$ cat src/design/qwo_pkg.sv
// Shared types and constants of the quadrature wheel odometry unit.
// Used by the channel interfaces, the controller, the datapath and the top level.
package qwo_pkg;

  localparam int CountW = 15;
  localparam int ScaleW = 10;
  localparam int RateW  = 14;
  localparam int StepW  = 15;
  localparam int DistW  = 32;
  localparam int TickW  = 16;
  localparam int ProdW  = 25;
  localparam int SpeedW = 39;
  localparam int CfgIdxW  = 2;
  localparam int CfgDataW = 15;

  // Configuration register indexes
  localparam logic [CfgIdxW-1:0] CFG_COUNTER_MAX    = 2'd0;
  localparam logic [CfgIdxW-1:0] CFG_UM_PER_COUNT   = 2'd1;
  localparam logic [CfgIdxW-1:0] CFG_UPDATE_RATE_HZ = 2'd2;

  localparam logic [CountW-1:0] RST_COUNTER_MAX    = 15'd2111;
  localparam logic [ScaleW-1:0] RST_UM_PER_COUNT   = 10'd89;
  localparam logic [RateW-1:0]  RST_UPDATE_RATE_HZ = 14'd1000;

  // Input command codes
  localparam logic CMD_SAMPLE = 1'b0;
  localparam logic CMD_CLEAR  = 1'b1;

  typedef enum logic [1:0] {
    S_IDLE,
    S_SCALE,
    S_RATE,
    S_LOAD
  } qwo_state_t;

  // Controller to datapath strobes
  typedef struct packed {
    logic accept;
    logic scale;
    logic rate;
    logic load;
  } qwo_cmd_t;

endpackage

$ cat src/design/qwo_if.sv
// Valid/ready channel interfaces for the sample and result items.
// Depends on qwo_pkg for field widths.
interface qwo_sample_if;
  import qwo_pkg::*;
  logic              valid;
  logic              ready;
  logic              cmd;
  logic [CountW-1:0] count_left;
  logic [CountW-1:0] count_right;

  modport source (output valid, cmd, count_left, count_right, input ready);
  modport sink   (input valid, cmd, count_left, count_right, output ready);
endinterface

interface qwo_result_if;
  import qwo_pkg::*;
  logic                     valid;
  logic                     ready;
  logic signed [DistW-1:0]  distance_left;
  logic signed [DistW-1:0]  distance_right;
  logic signed [DistW-1:0]  distance_mean;
  logic signed [TickW-1:0]  ticks_left;
  logic signed [TickW-1:0]  ticks_right;
  logic signed [TickW-1:0]  ticks_difference;
  logic signed [StepW-1:0]  step_left;
  logic signed [StepW-1:0]  step_right;
  logic signed [SpeedW-1:0] speed_left;
  logic signed [SpeedW-1:0] speed_right;
  logic signed [SpeedW-1:0] speed_mean;

  modport source (output valid, distance_left, distance_right, distance_mean, ticks_left,
                  ticks_right, ticks_difference, step_left, step_right, speed_left,
                  speed_right, speed_mean, input ready);
  modport sink   (input valid, distance_left, distance_right, distance_mean, ticks_left,
                  ticks_right, ticks_difference, step_left, step_right, speed_left,
                  speed_right, speed_mean, output ready);
endinterface

$ cat src/design/qwo_ctrl.sv
// Sequencer of the odometry unit: steps one item through scale, rate and load.
// Depends on qwo_pkg for the state and command types.
module qwo_ctrl (
  input  logic            clk,
  input  logic            rst,
  input  logic            in_valid,
  output logic            in_ready,
  input  logic            out_ready,
  output logic            out_valid,
  output qwo_pkg::qwo_cmd_t cmd
);
  import qwo_pkg::*;

  qwo_state_t state, state_next;
  logic       out_valid_next;

  always_ff @(posedge clk) begin
    if (rst) begin
      state     <= S_IDLE;
      out_valid <= 1'b0;
    end else begin
      state     <= state_next;
      out_valid <= out_valid_next;
    end
  end

  always_comb begin
    state_next = state;
    unique case (state)
      S_IDLE:  if (in_valid) state_next = S_SCALE;
      S_SCALE: state_next = S_RATE;
      S_RATE:  state_next = S_LOAD;
      S_LOAD:  if (!out_valid || out_ready) state_next = S_IDLE;
      default: state_next = S_IDLE;
    endcase
  end

  always_comb begin
    cmd      = '0;
    in_ready = 1'b0;
    unique case (state)
      S_IDLE: begin
        in_ready   = 1'b1;
        cmd.accept = in_valid;
      end
      S_SCALE: cmd.scale = 1'b1;
      S_RATE:  cmd.rate  = 1'b1;
      // hold the finished item until the output register is free
      S_LOAD:  cmd.load  = !out_valid || out_ready;
      default: cmd = '0;
    endcase
  end

  always_comb begin
    if (cmd.load) begin
      out_valid_next = 1'b1;
    end else if (out_ready) begin
      out_valid_next = 1'b0;
    end else begin
      out_valid_next = out_valid;
    end
  end

  a_load_free: assert property (@(posedge clk) disable iff (rst)
    cmd.load |-> (!out_valid || out_ready))
    else $error("result loaded over an item not yet taken");

  a_accept_seq: assert property (@(posedge clk) disable iff (rst)
    (in_valid && in_ready) |=> (state == S_SCALE) ##1 (state == S_RATE))
    else $error("accepted item did not advance through scale and rate");

  a_rose_after_load: assert property (@(posedge clk) disable iff (rst)
    $rose(out_valid) |-> $past(cmd.load))
    else $error("result valid rose without a load");

  a_one_strobe: assert property (@(posedge clk) disable iff (rst)
    $onehot0(cmd))
    else $error("more than one datapath strobe at once");

endmodule

$ cat src/design/qwo_dp.sv
// Datapath of the odometry unit: config registers, step folding, accumulators,
// the two multiplier stages and the output register. Depends on qwo_pkg.
module qwo_dp (
  input  logic                        clk,
  input  logic                        rst,
  input  logic                        cfg_we,
  input  logic [qwo_pkg::CfgIdxW-1:0] cfg_index,
  input  logic [qwo_pkg::CfgDataW-1:0] cfg_data,
  input  qwo_pkg::qwo_cmd_t           cmd,
  input  logic                        in_cmd,
  input  logic [qwo_pkg::CountW-1:0]  in_count_left,
  input  logic [qwo_pkg::CountW-1:0]  in_count_right,
  qwo_result_if.source                result
);
  import qwo_pkg::*;

  // Fold the raw change into half a counter period, then wrap to the step width
  function automatic logic signed [StepW-1:0] fold_step(
    input logic [CountW-1:0] now,
    input logic [CountW-1:0] prev,
    input logic [CountW-1:0] cmax
  );
    logic signed [CountW+1:0] raw;
    logic signed [CountW+1:0] period;
    logic signed [CountW+1:0] half;
    logic signed [CountW+1:0] res;
    raw    = $signed({2'b00, now}) - $signed({2'b00, prev});
    period = $signed({2'b00, cmax}) + 17'sd1;
    half   = period >>> 1;
    res    = raw;
    if (!raw[CountW+1]) begin
      if (raw >= half) res = raw - period;
    end else begin
      if (raw < -half) res = raw + period;
    end
    return res[StepW-1:0];
  endfunction

  logic [CountW-1:0] counter_max;
  logic [ScaleW-1:0] um_per_count;
  logic [RateW-1:0]  update_rate_hz;

  logic [CountW-1:0] last_count_left, last_count_right;
  logic [DistW-1:0]  travel_left, travel_right;
  logic [TickW-1:0]  angle_left, angle_right;
  logic              clr;
  logic signed [StepW-1:0]  step_left, step_right;
  logic signed [ProdW-1:0]  prod_left, prod_right;
  logic signed [SpeedW-1:0] speed_left, speed_right;

  logic signed [ProdW:0]    prod_left_full, prod_right_full;
  logic signed [SpeedW:0]   speed_left_full, speed_right_full;
  logic [DistW:0]           dist_sum, dist_adj;
  logic [SpeedW:0]          speed_sum, speed_adj;

  always_ff @(posedge clk) begin
    if (rst) begin
      counter_max    <= RST_COUNTER_MAX;
      um_per_count   <= RST_UM_PER_COUNT;
      update_rate_hz <= RST_UPDATE_RATE_HZ;
    end else if (cfg_we) begin
      unique case (cfg_index)
        CFG_COUNTER_MAX:    counter_max    <= cfg_data[CountW-1:0];
        CFG_UM_PER_COUNT:   um_per_count   <= cfg_data[ScaleW-1:0];
        CFG_UPDATE_RATE_HZ: update_rate_hz <= cfg_data[RateW-1:0];
        default: ;
      endcase
    end
  end

  assign prod_left_full   = step_left  * $signed({1'b0, um_per_count});
  assign prod_right_full  = step_right * $signed({1'b0, um_per_count});
  assign speed_left_full  = prod_left  * $signed({1'b0, update_rate_hz});
  assign speed_right_full = prod_right * $signed({1'b0, update_rate_hz});

  always_ff @(posedge clk) begin
    if (rst) begin
      last_count_left  <= '0;
      last_count_right <= '0;
      travel_left      <= '0;
      travel_right     <= '0;
      angle_left       <= '0;
      angle_right      <= '0;
    end else begin
      if (cmd.accept && (in_cmd == CMD_SAMPLE)) begin
        last_count_left  <= in_count_left;
        last_count_right <= in_count_right;
      end
      if (cmd.scale) begin
        if (clr) begin
          angle_left  <= '0;
          angle_right <= '0;
        end else begin
          angle_left  <= angle_left  + {step_left[StepW-1], step_left};
          angle_right <= angle_right + {step_right[StepW-1], step_right};
        end
      end
      if (cmd.rate) begin
        travel_left  <= travel_left  + {{(DistW-ProdW){prod_left[ProdW-1]}}, prod_left};
        travel_right <= travel_right + {{(DistW-ProdW){prod_right[ProdW-1]}}, prod_right};
      end
    end
  end

  always_ff @(posedge clk) begin
    if (cmd.accept) begin
      clr <= (in_cmd == CMD_CLEAR);
      if (in_cmd == CMD_CLEAR) begin
        step_left  <= '0;
        step_right <= '0;
      end else begin
        step_left  <= fold_step(in_count_left,  last_count_left,  counter_max);
        step_right <= fold_step(in_count_right, last_count_right, counter_max);
      end
    end
    if (cmd.scale) begin
      prod_left  <= prod_left_full[ProdW-1:0];
      prod_right <= prod_right_full[ProdW-1:0];
    end
    if (cmd.rate) begin
      speed_left  <= speed_left_full[SpeedW-1:0];
      speed_right <= speed_right_full[SpeedW-1:0];
    end
  end

  // Means truncate toward zero: add one to a negative sum before halving
  assign dist_sum  = {travel_left[DistW-1], travel_left} + {travel_right[DistW-1], travel_right};
  assign dist_adj  = dist_sum + {{DistW{1'b0}}, dist_sum[DistW]};
  assign speed_sum = {speed_left[SpeedW-1], speed_left} + {speed_right[SpeedW-1], speed_right};
  assign speed_adj = speed_sum + {{SpeedW{1'b0}}, speed_sum[SpeedW]};

  always_ff @(posedge clk) begin
    if (cmd.load) begin
      result.distance_left    <= travel_left;
      result.distance_right   <= travel_right;
      result.distance_mean    <= dist_adj[DistW:1];
      result.ticks_left       <= angle_left;
      result.ticks_right      <= angle_right;
      result.ticks_difference <= angle_left - angle_right;
      result.step_left        <= step_left;
      result.step_right       <= step_right;
      result.speed_left       <= speed_left;
      result.speed_right      <= speed_right;
      result.speed_mean       <= speed_adj[SpeedW:1];
    end
  end

endmodule

$ cat src/design/quadrature_wheel_odometry_unit.sv
// Quadrature wheel odometry unit, top level.
// Joins the sequencer qwo_ctrl and the datapath qwo_dp; depends on qwo_pkg and qwo_if.
//
// Usage:
//   sample: valid/ready input channel. cmd = 0 samples both wheel counters,
//           cmd = 1 clears the angle tick counts. Each item gives one result.
//   result: valid/ready output channel carrying distances, their mean, ticks,
//           their difference, steps and speeds in um/s.
//   cfg_we/cfg_index/cfg_data: write-only register port (0 counter_max,
//           1 um_per_count, 2 update_rate_hz); write only while idle.
// Timing:
//   An item is accepted in the idle state and steps through fold, step x scale,
//   x rate, then the output load, sequenced through the two registered
//   multiplier stages; its result becomes valid once it is loaded.
//   The output register frees the input side: the next item is taken as soon
//   as the result is loaded, even if it has not yet been taken.
// Reset (rst, synchronous): registers return to their reset values, last
//   counts, distances and ticks are cleared, no result is pending.
// Stall: while a result is pending and result.ready is low, a finished item waits in the load step
//   and sample.ready stays low until the output register is free.
module quadrature_wheel_odometry_unit (
  input  logic                         clk,
  input  logic                         rst,
  input  logic                         cfg_we,
  input  logic [qwo_pkg::CfgIdxW-1:0]  cfg_index,
  input  logic [qwo_pkg::CfgDataW-1:0] cfg_data,
  qwo_sample_if.sink                   sample,
  qwo_result_if.source                 result
);
  import qwo_pkg::*;

  qwo_cmd_t cmd;

  qwo_ctrl u_ctrl (
    .clk       (clk),
    .rst       (rst),
    .in_valid  (sample.valid),
    .in_ready  (sample.ready),
    .out_ready (result.ready),
    .out_valid (result.valid),
    .cmd       (cmd)
  );

  qwo_dp u_dp (
    .clk            (clk),
    .rst            (rst),
    .cfg_we         (cfg_we),
    .cfg_index      (cfg_index),
    .cfg_data       (cfg_data),
    .cmd            (cmd),
    .in_cmd         (sample.cmd),
    .in_count_left  (sample.count_left),
    .in_count_right (sample.count_right),
    .result         (result)
  );

endmodule

$ cat src/flat_wrapper.sv
// flat-port wrapper written by rule: the top's interface ports become plain ports
module quadrature_wheel_odometry_unit_flat import qwo_pkg::*;
  (clk, rst, cfg_we, cfg_index, cfg_data, sample_valid, sample_cmd, sample_count_left, sample_count_right, sample_ready, result_valid, result_distance_left, result_distance_right, result_distance_mean, result_ticks_left, result_ticks_right, result_ticks_difference, result_step_left, result_step_right, result_speed_left, result_speed_right, result_speed_mean, result_ready);
  qwo_sample_if sample_i ();
  qwo_result_if result_i ();
  input  logic clk;
  input  logic rst;
  input  logic cfg_we;
  input  logic [qwo_pkg::CfgIdxW-1:0] cfg_index;
  input  logic [qwo_pkg::CfgDataW-1:0] cfg_data;
  input wire logic [$bits(sample_i.valid)-1:0] sample_valid;
  input wire logic [$bits(sample_i.cmd)-1:0] sample_cmd;
  input wire logic [$bits(sample_i.count_left)-1:0] sample_count_left;
  input wire logic [$bits(sample_i.count_right)-1:0] sample_count_right;
  output wire logic [$bits(sample_i.ready)-1:0] sample_ready;
  output wire logic [$bits(result_i.valid)-1:0] result_valid;
  output wire logic [$bits(result_i.distance_left)-1:0] result_distance_left;
  output wire logic [$bits(result_i.distance_right)-1:0] result_distance_right;
  output wire logic [$bits(result_i.distance_mean)-1:0] result_distance_mean;
  output wire logic [$bits(result_i.ticks_left)-1:0] result_ticks_left;
  output wire logic [$bits(result_i.ticks_right)-1:0] result_ticks_right;
  output wire logic [$bits(result_i.ticks_difference)-1:0] result_ticks_difference;
  output wire logic [$bits(result_i.step_left)-1:0] result_step_left;
  output wire logic [$bits(result_i.step_right)-1:0] result_step_right;
  output wire logic [$bits(result_i.speed_left)-1:0] result_speed_left;
  output wire logic [$bits(result_i.speed_right)-1:0] result_speed_right;
  output wire logic [$bits(result_i.speed_mean)-1:0] result_speed_mean;
  input wire logic [$bits(result_i.ready)-1:0] result_ready;
  assign sample_i.valid = sample_valid;
  assign sample_i.cmd = sample_cmd;
  assign sample_i.count_left = sample_count_left;
  assign sample_i.count_right = sample_count_right;
  assign sample_ready = sample_i.ready;
  assign result_valid = result_i.valid;
  assign result_distance_left = result_i.distance_left;
  assign result_distance_right = result_i.distance_right;
  assign result_distance_mean = result_i.distance_mean;
  assign result_ticks_left = result_i.ticks_left;
  assign result_ticks_right = result_i.ticks_right;
  assign result_ticks_difference = result_i.ticks_difference;
  assign result_step_left = result_i.step_left;
  assign result_step_right = result_i.step_right;
  assign result_speed_left = result_i.speed_left;
  assign result_speed_right = result_i.speed_right;
  assign result_speed_mean = result_i.speed_mean;
  assign result_i.ready = result_ready;
  quadrature_wheel_odometry_unit u_core (.clk(clk), .rst(rst), .cfg_we(cfg_we), .cfg_index(cfg_index), .cfg_data(cfg_data), .sample(sample_i), .result(result_i));
endmodule
$ cat config.mk
export PLATFORM = sky130hd
export DESIGN_NAME = quadrature_wheel_odometry_unit_flat
export DESIGN_NICKNAME = d
export VERILOG_FILES = /design/src/design/qwo_pkg.sv /design/src/design/qwo_if.sv /design/src/design/qwo_ctrl.sv /design/src/design/qwo_dp.sv /design/src/design/quadrature_wheel_odometry_unit.sv /design/src/flat_wrapper.sv
export SDC_FILE = /design/constraint.sdc
export NUM_CORES = 2
export LEC_CHECK = 0
export ABC_CLOCK_PERIOD_IN_PS = 42000
export BUFFER_PORTS_ARGS = -buffer_cell sky130_fd_sc_hd__buf_2
export CAP_MARGIN = 20
export CORE_ASPECT_RATIO = 0.9
export CORE_UTILIZATION = 36
export CTS_BUF_LIST = sky130_fd_sc_hd__clkbuf_8
export DETAILED_ROUTE_END_ITERATION = 6
export GPL_TIMING_DRIVEN = 1
export PLACE_DENSITY = 0.59
export SYNTH_ARGS = -nofsm -noshare
export SYNTH_HDL_FRONTEND = slang
export SYNTH_SLANG_ARGS = --single-unit
$ cat constraint.sdc
create_clock -name clk -period 42 [get_ports clk]
set_input_delay 6.3 -clock clk [delete_from_list [all_inputs] [get_ports clk]]
set_output_delay 6.3 -clock clk [all_outputs]
set_load 0.01 [all_outputs]
==> flow_summary.toml <==
[status]
outcome = "complete, no violations"

[clock_network]
htree_levels = 3
post_cts_buffers = 0
cts.sinks = 618
hold_buffers = 0
root_buffer = "clkbuf_8"
cts-resized-gates = 0
clkLatencyLatePin_ns = 0.90
tritoncts = "yes"
path_clk_slew_ns = 0.06
clk_path_buf_depth = 3
numCtsBuffers = 110

[yosys]
netlist.area_leader.share = 0.261
synth.cell_area_um2 = 71000
netlist_instances = 7371
yosysSeqAreaShare = 0.238
synth_seq_cells = 618
synth_fp_nets = 8975
synth.distinct_cells = 89
yosys_warnings = 0
synth.area.top_cells = "fa_1, edfxtp_1, ha_1"
synth_edf_count = 450
synth.avg_cell_area_um2 = 9.63
async_reset_ff_frac = 0
netlist.top_cell.by_area = "fa_1"
synth_flop_cell = "edfxtp_1"

[finish]
area_growth_pct = 9.94
drive_gt1_frac = 0.0827
layoutNonFillerInstCount = 10313
nFillCells = 19449
nets = 9239
layout_commonest_cell = "inv_1"
final_cell_mix = "inv_1, fa_1, nand2_1"

[global_route]
grt_remaining_overflow = 0
grt_first_pass_wirelength_mm = 313
grt_pass1_vias = 54451
antenna_found_initial = 15
grt_use_total = 0.200
grt_max_degree = 82

[timing]
hold_violations = 0
fin_skew_ns = 0.0706
post-route-period-util = 0.265
tightest_slew_ns = 1.14
drv_slew = 0
rsz0062_at_grt = "false"
fin_crit_ns = 11.13
slew_headroom = 0.223
fin_setup_tns_ns = 0
setup_viol = 0
max_freq_mhz = 89.8

[routing]
totalWireLength_mm = 199
drt_iter0_drc = 3214
viasPerCell = 5.14
wl_met2_mm = 91.6
drcViolationCount = 0
top_layer = "met4"
ant_nets = 0
route.met3.wl_mm = 9.60
wirelength_met1_mm = 91.3
vias = 53053
first_pass_iters = 5
wl_per_cell_um = 19.3

[floorplanning]
dieArea_um2 = 199000
die_w_um = 470
num_io_pins = 346
core-area_um2 = 196000
initial_core_util = 0.362
die-height_um = 423
fp-row-count = 154

[min_path]
hold_class = "flip-flop to flip-flop"

[run]
cap_viol_max_count = 0

[worst_setup_path]
worstRegToRegCells = 22
cp-startpoint = "sample_count_right[0]"
crit_arrival_ns = 11.81
cp_common_cell = "nor2_1"
crit_required_ns = 42.68
reg2reg_slack_ns = 33.91
cp-start-kind = "primary input"
crit_chain = "buf_2 > inv_1 > ha_1 > inv_1 > fa_1 > a21o_1 > a21oi_1 > o21bai_1 > a21oi_1 > o21bai_1 > a211oi_1 > nor2_1 > nor2_1 > xnor2_1 > ha_1 > o21a_1 > o21ai_0 > a211oi_1 > o311ai_0 > a211o_1 > nand4_1 > nand2_1 > nor2_1 > a2111oi_0"
critPathTopFamily = "compound AO/OA/AOI/OAI gates"
worst_path_largest_cell_delay_ns = 0.65
critical_path_peak_fanout = 11
cp-endpoint = "u_core.u_dp.step_right[11]$_SDFFCE_PP0P_"
cp_num_buf_inv = 3
reg2reg_to = "u_core.u_dp.speed_left[38]$_DFFE_PP_"
crit_cells = 24
endpoint_kind = "flip-flop"
critPathKind = "primary input to flip-flop"
r2r_start = "u_core.u_dp.prod_left[10]$_DFFE_PN_"
crit_path_top_delay_cell = "nand2_1"

[placement]
port-buffer-count = 345
dp.cells = 10096
hpwl_mm = 152
gp_congestion = 0.882
-- state kept, by name (all words and copies together), names as in the netlist, 25 cells and up --
signal	cells
u_core.u_dp.result.speed_left	39
u_core.u_dp.result.speed_mean	39
u_core.u_dp.result.speed_right	39
u_core.u_dp.speed_left	39
u_core.u_dp.speed_right	39
u_core.u_dp.result.distance_left	32
u_core.u_dp.result.distance_mean	32
u_core.u_dp.result.distance_right	32
u_core.u_dp.travel_left	32
u_core.u_dp.travel_right	32
u_core.u_dp.prod_left	25
u_core.u_dp.prod_right	25
-- cells by family (layout without fill, tap and decap cells) --
family / Yosys count / in the layout / share of synthesized area
compound gates: 1120 / 1120 / 0.105
xor+xnor: 384 / 384 / 0.0474
fa+ha+maj: 1551 / 1551 / 0.371
buf+inv: 1430 / 1790 / 0.0757
flops: 618 / 618 / 0.238
mux: 38 / 38 / 0.00540
other cells: 0 / 8 / 0
simple gates: 2230 / 2230 / 0.157
-- routing by layer --
| layer | global-route usage | vias to the layer above |
|---|---|---|
| met2 | 0.330 | 1420 |
| met1 | 0.274 | 26640 |
| met5 | 0 | - |
| li1 | - | 24716 |
| met3 | 0.0231 | 277 |
| met4 | 0.0644 | 0 |
-- final cells by class --
cell class | count | area (um^2) | share of cell area
multi-input combinational | 5323 | 48700 | 0.625
sequential | 618 | 16900 | 0.216
inverter | 1162 | 4360 | 0.0559
tap | 2574 | 3220 | 0.0413
timing repair buffer | 420 | 2310 | 0.0296
clock buffer | 120 | 1650 | 0.0212
clock inverter | 88 | 820 | 0.0105
antenna | 8 | 20.0 | 0.000257
-- stage by stage --
step                      cell area, um^2  hold WS (ns)  setup slack, ns   util
after CTS                           78000         0.456            30.96  0.398
after floorplan                     71000         0.431            21.83      -
after global routing                78000         0.472            30.47  0.398
after detailed placement            75500         0.447            29.95  0.386
final                               78000         0.454            30.87  0.398
after global placement              75500         0.442            29.95  0.386
-- how the worst min path moves through the flow --
stage	start	endpoint	slack, ns	cells after the start
after global placement	u_core.u_dp.um_per_count[2]$_SDFFE_PP0P_	u_core.u_dp.um_per_count[2]$_SDFFE_PP0P_	0.44	2
after CTS	u_core.u_dp.um_per_count[2]$_SDFFE_PP0P_	u_core.u_dp.um_per_count[2]$_SDFFE_PP0P_	0.46	2
after floorplan	u_core.u_dp.speed_right[0]$_DFFE_PP_	u_core.u_dp.result.speed_right[0]$_DFFE_PP_	0.43	0
after global routing	u_core.u_dp.speed_right[0]$_DFFE_PP_	u_core.u_dp.result.speed_right[0]$_DFFE_PP_	0.47	0
after detailed placement	u_core.u_dp.um_per_count[2]$_SDFFE_PP0P_	u_core.u_dp.um_per_count[2]$_SDFFE_PP0P_	0.45	2
final	u_core.u_dp.last_count_left[2]$_SDFFE_PP0P_	u_core.u_dp.last_count_left[2]$_SDFFE_PP0P_	0.45	2
-- worst register-to-register path: stages, from the launching register on --
cell	delay, ns
edfxtp_1	0.77
and2_1	0.40
fa_1	0.53
inv_1	0.06
fa_1	0.54
inv_1	0.05
fa_1	0.51
inv_1	0.06
fa_1	0.53
inv_1	0.06
fa_1	0.53
inv_1	0.05
fa_1	0.53
inv_1	0.04
ha_1	0.38
nand3_1	0.09
o21ai_0	0.54
a21oi_1	0.34
a2111oi_0	0.87
o31ai_1	0.31
o2111ai_1	0.32
a21oi_1	0.12
xnor2_1	0.25
-- cell usage after synthesis, drive strengths merged, types with 18 or more instances --
cell       n
a211o     19
a211oi    62
a21boi    18
a21o     134
a21oi    349
a221o     22
a22oi     31
a31oi     35
and2     643
and3      50
clkbuf   257
dfxtp    168
edfxtp   450
fa       925
ha       626
inv     1161
mux2i     36
nand2    738
nand2b    41
nand3    121
nand4     27
nor2     337
nor2b     52
nor3      90
nor4      22
o211ai    25
o21a      45
o21ai    149
o21bai    57
or3       35
xnor2    283
xor2     101
Power is left out: the tool's default activity adds up to more than one toggle a clock period on the data nets, which glitch-free logic cannot reach.
